==> config.mk <==
export PLATFORM = sky130hd
export DESIGN_NAME = chmt_ctrl
export DESIGN_NICKNAME = d
export VERILOG_FILES = /design/src/rtl/chmt_pkg.sv /design/src/rtl/chmt_ctrl.sv
export SDC_FILE = /design/constraint.sdc
export NUM_CORES = 1
export LEC_CHECK = 0
export ABC_AREA = 1
export BUFFER_PORTS_ARGS = -buffer_cell sky130_fd_sc_hd__buf_2
export CAP_MARGIN = 20
export CORE_AREA = 2 2 39 41
export DETAILED_ROUTE_END_ITERATION = 12
export DIE_AREA = 0 0 41 43
export GPL_TIMING_DRIVEN = 0
export PLACE_DENSITY = 0.44
export SYNTH_ARGS = -nofsm -noshare
export SYNTH_HDL_FRONTEND = slang
export SYNTH_SLANG_ARGS = --single-unit
==> constraint.sdc <==
create_clock -name aclk -period 1 [get_ports aclk]
set_clock_uncertainty 0.15 [all_clocks]
set_input_delay 0 -clock aclk [delete_from_list [all_inputs] [get_ports aclk]]
set_output_delay 0 -clock aclk [all_outputs]
set_load 0.005 [all_outputs]
==> src/rtl/chmt_pkg.sv <==
// Shared types and constants of the cache hit/miss tracker.
// No dependencies; used by every other file of the block.
package chmt_pkg;

    // Configuration register indexes (byte address = 4 * index)
    localparam logic [1:0] REG_LINE_SIZE_LOG2   = 2'd0;
    localparam logic [1:0] REG_CACHE_LINES_LOG2 = 2'd1;
    localparam logic [1:0] REG_SET_WAYS_LOG2    = 2'd2;

    localparam logic [3:0] LINE_LOG2_CAP = 4'd12;

    localparam logic [3:0] RST_LINE_SIZE_LOG2   = 4'd2;
    localparam logic [3:0] RST_CACHE_LINES_LOG2 = 4'd8;
    localparam logic [3:0] RST_SET_WAYS_LOG2    = 4'd2;

    // Hit flag positions
    localparam int H_DIR   = 0;
    localparam int H_FFIFO = 1;
    localparam int H_FLRU  = 2;
    localparam int H_SFIFO = 3;
    localparam int H_SLRU  = 4;

    typedef struct packed {
        logic [3:0] line_size_log2;
        logic [3:0] cache_lines_log2;
        logic [3:0] set_ways_log2;
    } cfg_t;

    typedef enum logic [2:0] {
        ST_IDLE,
        ST_PREP,
        ST_SCAN,
        ST_DRAIN,
        ST_UPDATE
    } state_t;

    // Controller to datapath
    typedef struct packed {
        logic idle;
        logic accept;
        logic start;
        logic scan;
        logic update;
    } cmd_t;

    // Datapath to controller
    typedef struct packed {
        logic scan_last;
        logic out_busy;
    } status_t;

endpackage

==> src/rtl/chmt_ctrl.sv <==
// Sequencer of the tracker: accept, prepare, scan the tag stores, update.
// Depends on chmt_pkg.
module chmt_ctrl (
    input  logic               aclk,
    input  logic               aresetn,
    input  logic               s_valid,
    input  chmt_pkg::status_t  status,
    output chmt_pkg::cmd_t     cmd
);

    chmt_pkg::state_t state_reg, state_next;

    // State register
    always_ff @(posedge aclk) begin
        if (!aresetn) begin
            state_reg <= chmt_pkg::ST_IDLE;
        end else begin
            state_reg <= state_next;
        end
    end

    // Next state
    always_comb begin
        state_next = state_reg;
        unique case (state_reg)
            chmt_pkg::ST_IDLE: begin
                if (s_valid) state_next = chmt_pkg::ST_PREP;
            end
            chmt_pkg::ST_PREP:  state_next = chmt_pkg::ST_SCAN;
            chmt_pkg::ST_SCAN: begin
                if (status.scan_last) state_next = chmt_pkg::ST_DRAIN;
            end
            chmt_pkg::ST_DRAIN: state_next = chmt_pkg::ST_UPDATE;
            chmt_pkg::ST_UPDATE: begin
                if (!status.out_busy) state_next = chmt_pkg::ST_IDLE;
            end
            default: state_next = chmt_pkg::ST_IDLE;
        endcase
    end

    // Commands
    always_comb begin
        cmd = '0;
        unique case (state_reg)
            chmt_pkg::ST_IDLE: begin
                cmd.idle   = 1'b1;
                cmd.accept = s_valid;
            end
            chmt_pkg::ST_PREP:   cmd.start  = 1'b1;
            chmt_pkg::ST_SCAN:   cmd.scan   = 1'b1;
            chmt_pkg::ST_DRAIN:  cmd = '0;
            chmt_pkg::ST_UPDATE: cmd.update = !status.out_busy;
            default: cmd = '0;
        endcase
    end

endmodule

==> flow_metrics.env, run 1 <==
export IMPL_outcome="finished with violations"
export IMPL_violations="setup timing"
export IMPL_cts_sinks=3
export IMPL_irDropWorstVdd_v=0.0003721
export IMPL_maxSlewViolCount=0
export IMPL_syn_inst=26
export IMPL_fp_dieW_um=41
export IMPL_vias=236
export IMPL_slew_headroom_pct=87.72
export IMPL_critPathKind="reg -> out"
export IMPL_synth_top_cell_area_share_pct=32.43
export IMPL_drv_cap=0
export IMPL_slowest_stage="dfxtp_2"
export IMPL_finalSetupTns_ns=-0.6353
export IMPL_place_ws_ns=-0.07105
export IMPL_crit_path_cell_trace="inv_2 -> nor4_2 -> buf_2"
export IMPL_synth_most_common_cell="inv_1"
export IMPL_ys_ff_latch=3
export IMPL_p_leak_nw=0.1905
export IMPL_final_antenna_net_count=0
export IMPL_power_share_combinational_pct=37.6
export IMPL_ios=10
export IMPL_initial_core_util_pct=13.38
export IMPL_synth_area_top_cells="dfxtp_1, inv_1, nand3_1"
export IMPL_clk_pin_slew_worst_paths_ns=0.04
export IMPL_vias_per_cell=3.746
export IMPL_n_antenna_cell=0
export IMPL_die_area_um2=1763
export IMPL_start_kind="flip-flop"
export IMPL_fillers=156
export IMPL_powerDensity_nw_per_um2=1618
export IMPL_detailed_place_hpwl_um=314.1
export IMPL_dr_pass1_iters=2
export IMPL_syn_cell_area_um2=185.2
export IMPL_post_route_period_util_pct=114.2
export IMPL_drive_gt1_share_pct=65.96
export IMPL_clk_root_buffer_cell="clkbuf_4"
export IMPL_rsz0062_at_grt="true"
export IMPL_cpPeakStageDelay_ns=0.35
export IMPL_grt_pass1_vias=210
export IMPL_clockBufferDepth=2
export IMPL_netlist_top_cell_by_area="dfxtp_1"
export IMPL_tritoncts="yes"
export IMPL_p_sw_mw=0.1860
export IMPL_wl_per_cell_um=7.905
export IMPL_antenna_found_initial=0
export IMPL_synth_edf_count=0
export IMPL_layout_setup_ws_ns=-0.1417
export IMPL_async_flop_share_pct=0
export IMPL_yosys_top_cells_count="inv_1, nand3_1, dfxtp_1, nor2_1"
export IMPL_gr_total_overflow=0
export IMPL_yosysUniqueCellTypes=14
export IMPL_cp_arrival_ns=0.99
export IMPL_seqPwrFrac_pct=28.3
export IMPL_end_kind="primary output"
export IMPL_tightestPinTransition_ns=0.1826
export IMPL_met1_usage_pct=6.709
export IMPL_largest_reg_flops=3
export IMPL_crit_required_ns=0.85
export IMPL_dieHeight_um=43
export IMPL_synth_warnings=0
export IMPL_grt_pass1_wl_um=765
export IMPL_htreeDepth=1
export IMPL_synthFlopType="dfxtp_1"
export IMPL_max_freq_mhz=875.9
export IMPL_use_met2_pct=9.375
export IMPL_totalWireLength_um=498
export IMPL_synth_seq_area_share_pct=32.43
export IMPL_utilization_pct=27.49
export IMPL_holdWs_ns=0.01023
export IMPL_finalHoldViolations=0
export IMPL_rows=14
export IMPL_track_usage_pct=6.914
export IMPL_clock_latency_ns=0.23
export IMPL_p_clk_share_pct=34.1
export IMPL_synthToLayoutAreaGrowth_pct=105.4
export IMPL_synth_nets=31
export IMPL_grt_max_degree=8
export IMPL_syn_avg_cell_area_um2=7.122
export IMPL_globalplace_congestion=0.6319
export IMPL_hp_class="in -> reg"
export IMPL_critical_path_max_fanout=3
export IMPL_core_area_um2=1384
export IMPL_p_total_mw=0.6153
export IMPL_portBuffers=9
export IMPL_grt_busiest_layer="met2"
export IMPL_internal_power_mw=0.4293
export IMPL_netSwitchingFraction_pct=30.23
export IMPL_min_period_ns=1.142
export IMPL_route_detailed_drc=0
export IMPL_worst_path_buf_inv=2
export IMPL_setup_violations=7
export IMPL_cts_made_buffers=3
export IMPL_met3_usage_pct=3.141
export IMPL_drtIter0Drc=3
export IMPL_final_nets=53
export IMPL_critPathTopFamily="flip-flops"
==> layout make-up <==
cell class / instances / area (µm²) / area share (%)
Timing Repair Buffer: 18 / 131.4 / 34.54
Tap cell: 16 / 20.02 / 5.263
Multi-Input combinational cell: 15 / 107.6 / 28.29
Clock buffer: 4 / 26.28 / 6.908
Sequential cell: 3 / 68.82 / 18.09
Inverter: 7 / 26.28 / 6.908
==> timing repair <==
item	CTS	global route
buffers inserted	5	1
endpoints found under the setup margin	7	7
pin swaps	5	3
endpoints found under the hold margin	3	0
hold buffers	3	0
gates resized for setup	11	3
==> worst register-to-register path: stages, from the launching register on <==
cell and delay, ns:
dfxtp_4 0.36, nor2_4 0.13, buf_6 0.12, nand3b_1 0.07, nand4_1 0.10, nor2_1 0.04
==> power groups by stage <==
stage | Sequential (mW) | Combinational, mW | Clock, mW
finish | 0.174 | 0.231 | 0.210
global route | 0.176 | 0.259 | 0.235
CTS | 0.169 | 0.217 | 0.221
detailed placement | 0.151 | 0.162 | 0
global placement | 0.152 | 0.162 | 0
floorplan | 0.150 | 0.111 | 0
==> through the flow <==
stage,cells,area (µm²)
CTS,62,359.1
detailed placement,51,250.2
floorplan,26,185.2
global route,63,380.4
finish,63,380.4
global placement,51,250.2
==> cell usage in the layout, fill, tap and decap left out <==
cell type and count:
a21oi_2 2, buf_2 9, buf_4 3, buf_6 3, clkbuf_1 1, clkbuf_4 3, dfxtp_2 1, dfxtp_4 2
dlygate4sd3_1 3, inv_1 4, inv_2 3, nand2_2 1, nand3_1 3, nand3_2 1, nand3b_1 1, nand4_1 1
nor2_1 3, nor2_4 1, nor3_2 1, nor4_2 1
==> kinds of logic after synthesis <==
family	share of synthesized area, %
compound gates	7.431
flops	32.43
buf+inv	20.27
simple gates	39.88
==> path summary, 6_finish.rpt <==
check               startpoint           end  cells past startpoint  slack (ns)
hold / removal         s_valid  state_reg[0]                      5        0.01
hold reg to reg   state_reg[2]  state_reg[2]                      2        0.41
setup / recovery  state_reg[2]        cmd[0]                      3       -0.14
setup reg to reg  state_reg[0]  state_reg[0]                      5       -0.07
==> routing by layer <==
| metal | vias up | wire [µm] |
|---|---|---|
| met5 | - | 0 |
| li1 | 125 | - |
| met1 | 103 | 205 |
| met3 | 0 | 40 |
| met4 | 0 | 0 |
| met2 | 8 | 251 |
(Power assumes the default switching activity.)
==> run 2, diff against run 1 <==
==> constraint.sdc (replaced) <==
create_clock -name aclk -period 1 [get_ports aclk]
set_clock_uncertainty 0.15 [all_clocks]
set_input_delay 0 -clock aclk [delete_from_list [all_inputs] [get_ports aclk]]
set_output_delay 0 -clock aclk [all_outputs]
set_load 0.1 [all_outputs]
==> flow_metrics.env, run 2 (same netlist as run 1, synthesis figures left out) <==
export IMPL_outcome="finished with violations"
export IMPL_violations="setup timing"
export IMPL_final_nets=54
export IMPL_tightestPinTransition_ns=0.2004
export IMPL_largest_reg_flops=3
export IMPL_die_area_um2=1763
export IMPL_layout_setup_ws_ns=-0.3045
export IMPL_reg2reg_from="state_reg[1]"
export IMPL_min_period_ns=1.305
export IMPL_layout_common_cells="buf_4, buf_2, buf_12"
export IMPL_rows=14
export IMPL_clockBufferDepth=2
export IMPL_crit_path_cell_trace="nor2_4 -> inv_2 -> nor3_4 -> buf_12"
export IMPL_cts_made_buffers=3
export IMPL_holdWs_ns=0.07212
export IMPL_post_route_period_util_pct=130.5
export IMPL_design_area_um2=493.0
export IMPL_detailed_place_hpwl_um=335.1
export IMPL_drive_gt1_share_pct=70.83
export IMPL_rsz0062_at_grt="true"
export IMPL_place_ws_ns=-0.3333
export IMPL_grt_max_degree=8
export IMPL_synthToLayoutAreaGrowth_pct=166.2
export IMPL_gr_total_overflow=0
export IMPL_worst_path_buf_inv=2
export IMPL_grt_pass1_wl_um=855
export IMPL_placed_cell_area_um2=289.0
export IMPL_irDropWorstVdd_v=0.0006384
export IMPL_p_leak_nw=0.2051
export IMPL_final_antenna_net_count=0
export IMPL_maxSlewViolCount=0
export IMPL_critical_path_max_fanout=5
export IMPL_n_antenna_cell=0
export IMPL_vias=238
export IMPL_dieHeight_um=43
export IMPL_ios=10
export IMPL_route_detailed_drc=0
export IMPL_setup_violations=8
export IMPL_start_kind="flip-flop"
export IMPL_globalplace_congestion=0.5641
export IMPL_powerDensity_nw_per_um2=2136
export IMPL_max_freq_mhz=766.6
export IMPL_cp_startpoint="state_reg[0]"
export IMPL_totalWireLength_um=524
export IMPL_clk_root_buffer_cell="clkbuf_4"
export IMPL_critPathKind="reg -> out"
export IMPL_critPathTopFamily="flip-flops"
export IMPL_htreeDepth=1
export IMPL_clock_latency_ns=0.23
export IMPL_dr_pass1_iters=1
export IMPL_wl_per_cell_um=8.188
export IMPL_portBuffers=9
export IMPL_slowest_stage="dfxtp_4"
export IMPL_finalHoldViolations=0
export IMPL_end_kind="primary output"
export IMPL_tritoncts="yes"
export IMPL_p_total_mw=1.053
export IMPL_drv_cap=0
export IMPL_slew_headroom_pct=86.54
export IMPL_hp_start="s_valid"
export IMPL_core_area_um2=1384
export IMPL_drtIter0Drc=0
export IMPL_cp_arrival_ns=1.15
export IMPL_track_usage_pct=7.723
export IMPL_cpPeakStageDelay_ns=0.36
export IMPL_antenna_found_initial=0
export IMPL_vias_per_cell=3.719
export IMPL_layout_commonest_cell="buf_4"
export IMPL_fp_dieW_um=41
export IMPL_initial_core_util_pct=13.38
export IMPL_grt_pass1_vias=225
export IMPL_cts_sinks=3
export IMPL_clk_pin_slew_worst_paths_ns=0.04
export IMPL_hp_class="in -> reg"
export IMPL_crit_required_ns=0.85
run 2: path summary, 6_finish.rpt:
path | end | slack [ns] | cells after the start
worst max-delay path | cmd[3] | -0.30 | 4
worst min register to register | state_reg[2] | 0.39 | 2
worst max register to register | state_reg[0] | -0.15 | 6
worst min-delay path | state_reg[0] | 0.07 | 5
run 2: final cells by class:
cell class / instances / area [µm²]
fill: 151 / 890.9
timing repair buffer: 18 / 190.2
multi-input combinational: 15 / 138.9
sequential: 3 / 66.31
inverter: 7 / 36.28
clock buffer: 4 / 26.28
tap: 16 / 20.02
buffer: 1 / 15.01
run 2: routing by layer:
layer | routed length [µm] | global-route usage (%) | vias up
met2 | 270 | 10.94 | 7
met1 | 218 | 7.692 | 104
met3 | 36 | 3.141 | 0
li1 | - | - | 127
met5 | 0 | 0 | -
met4 | 0 | 8.000 | 0
run 2: worst reg2reg max path: cells and delay by family, from the launching register on:
kind / cells / cell delay [ns]
flops: 1 / 0.31
buf+inv: 2 / 0.28
simple gates: 4 / 0.31
run 2: stage by stage:
stage,setup TNS (ns),instances,utilization (%)
after floorplan,-1.630,26,-
after global placement,-1.549,51,20.89
after detailed placement,-1.542,51,20.89
after CTS,-1.735,63,33.63
after global routing,-2.249,64,35.62
final,-1.757,64,35.62
run 2: power by group:
| group | internal (mW) | switching (mW) |
|---|---|---|
| clock network | 0.150 | 0.0623 |
| logic | 0.271 | 0.408 |
| registers | 0.141 | 0.0209 |
run 2: what timing repair did:
item	4_1_cts	5_1_grt
setup buffers	5	1
gates resized for setup	22	6
pin swaps	4	3
endpoints found under the hold margin	3	0
hold buffers	3	0
endpoints found under the setup margin	7	8
==> run 3, diff against run 2 <==
- BUFFER_PORTS_ARGS: -buffer_cell sky130_fd_sc_hd__buf_2 -> not set
- DONT_BUFFER_PORTS: not set -> 1
- PLACE_DENSITY: 0.44 -> 0.37
==> flow_metrics.env, run 3 (same netlist as run 1, synthesis figures left out) <==
export IMPL_grt_pass1_vias=231
export IMPL_outcome="finished with violations"
export IMPL_critical_path_max_fanout=2
export IMPL_reg2reg_from="state_reg[0]"
export IMPL_slew_headroom_pct=34.12
export IMPL_hp_start="status[0]"
export IMPL_maxSlewViolCount=0
export IMPL_ios=10
export IMPL_final_nets=50
export IMPL_r2r_end="state_reg[0]"
export IMPL_detailed_place_hpwl_um=352.4
export IMPL_track_usage_pct=8.517
export IMPL_hp_class="in -> out"
export IMPL_finalHoldViolations=0
export IMPL_gr_total_overflow=0
export IMPL_drtIter0Drc=4
export IMPL_irDropWorstVdd_v=0.0004606
export IMPL_crit_required_ns=0.85
export IMPL_n_antenna_cell=0
export IMPL_htreeDepth=1
export IMPL_fp_dieW_um=41
export IMPL_post_route_period_util_pct=163.9
export IMPL_critPathTopFamily="simple AND/OR/NAND/NOR gates"
export IMPL_cpPeakStageDelay_ns=0.75
export IMPL_p_leak_nw=0.1782
export IMPL_setup_violations=8
export IMPL_layout_commonest_cell="buf_4"
export IMPL_drv_cap=0
export IMPL_ff2ff_path_depth=6
export IMPL_violations="setup timing"
export IMPL_clk_root_buffer_cell="clkbuf_4"
export IMPL_powerDensity_nw_per_um2=2083
export IMPL_worst_path_buf_inv=1
export IMPL_wl_met3_um=36
export IMPL_final_antenna_net_count=0
export IMPL_cts_sinks=3
export IMPL_antenna_found_initial=0
export IMPL_max_freq_mhz=610.2
export IMPL_rsz0062_at_grt="true"
export IMPL_top_layer_used="met3"
export IMPL_dr_pass1_iters=4
export IMPL_drive_gt1_share_pct=70.45
export IMPL_grt_pass1_wl_um=903
export IMPL_holdWs_ns=0.04026
export IMPL_min_to="cmd[0]"
export IMPL_largest_reg_flops=3
export IMPL_p_total_mw=0.9408
export IMPL_end_kind="primary output"
export IMPL_vias=239
export IMPL_wl_met1_um=216
export IMPL_grt_max_degree=6
export IMPL_initial_core_util_pct=13.38
export IMPL_start_kind="flip-flop"
export IMPL_tritoncts="yes"
export IMPL_totalWireLength_um=579
export IMPL_rows=14
export IMPL_vias_per_cell=3.983
export IMPL_dieHeight_um=43
export IMPL_wl_per_cell_um=9.650
export IMPL_clockBufferDepth=2
export IMPL_globalplace_congestion=0.6101
export IMPL_core_area_um2=1384
export IMPL_finalSetupTns_ns=-2.804
export IMPL_portBuffers=0
export IMPL_cts_made_buffers=3
export IMPL_layout_common_cells="buf_4, dlygate4sd3_1, buf_6"
export IMPL_min_period_ns=1.639
export IMPL_clk_pin_slew_worst_paths_ns=0.03
export IMPL_rrSetupSlack_ns=-0.16
export IMPL_die_area_um2=1763
export IMPL_synthToLayoutAreaGrowth_pct=143.9
export IMPL_wl_met2_um=325
export IMPL_min_path_cells=2
export IMPL_tightestPinTransition_ns=0.9849
export IMPL_clock_latency_ns=0.23
export IMPL_place_ws_ns=-0.5580
export IMPL_critPathKind="reg -> out"
export IMPL_crit_path_cell_trace="nor2_4 -> inv_2 -> nor3_4"
export IMPL_route_detailed_drc=0
export IMPL_layout_setup_ws_ns=-0.6387
export IMPL_slowest_stage="nor3_4"
export IMPL_cp_arrival_ns=1.49
## run 3: area by class of cell
class,instances,area (µm²)
fillers,158,932.1
repair buffers,15,145.1
flip-flops and latches,3,68.82
inverters,7,36.28
multi-input cells,15,155.1
clock buffers,4,26.28
well taps,16,20.02
## run 3: per-layer routing
layer	vias up	track usage, %
met1	114	7.348
met5	-	0
met4	0	8.000
met2	8	12.81
li1	117	-
met3	0	4.712
## run 3: how the worst max path moves through the flow
| stage | startpoint | end | slack [ns] | cells after the start |
|---|---|---|---|---|
| final | state_reg[2] | cmd[3] | -0.64 | 3 |
| after CTS | state_reg[0] | cmd[3] | -0.71 | 3 |
| after detailed placement | state_reg[0] | cmd[3] | -0.56 | 3 |
| after global placement | state_reg[2] | cmd[0] | -0.60 | 2 |
| after floorplan | state_reg[2] | cmd[0] | -0.57 | 2 |
| after global routing | state_reg[2] | cmd[3] | -0.70 | 3 |
## run 3: what timing repair did
item                                   4_1_cts  5_1_grt
cloned                                       0        0
setup buffers                                9        1
pin swaps                                    7        9
endpoints found under the hold margin        3        0
setup endpoints to repair                    7        8
gates resized for setup                      9        7
hold buffers                                 4        0
## run 3: per-stage QoR
stage | util [%] | area (µm²) | instances
floorplan | - | 224.0 | 26
global placement | 17.63 | 244.0 | 42
detailed placement | 18.72 | 259.0 | 43
CTS | 31.01 | 429.2 | 60
global route | 32.64 | 451.7 | 60
finish | 32.64 | 451.7 | 60
## run 3: power breakdown
group / switching [mW] / internal (mW)
clock: 0.0564 / 0.149
combinational: 0.397 / 0.177
sequential: 0.0227 / 0.139
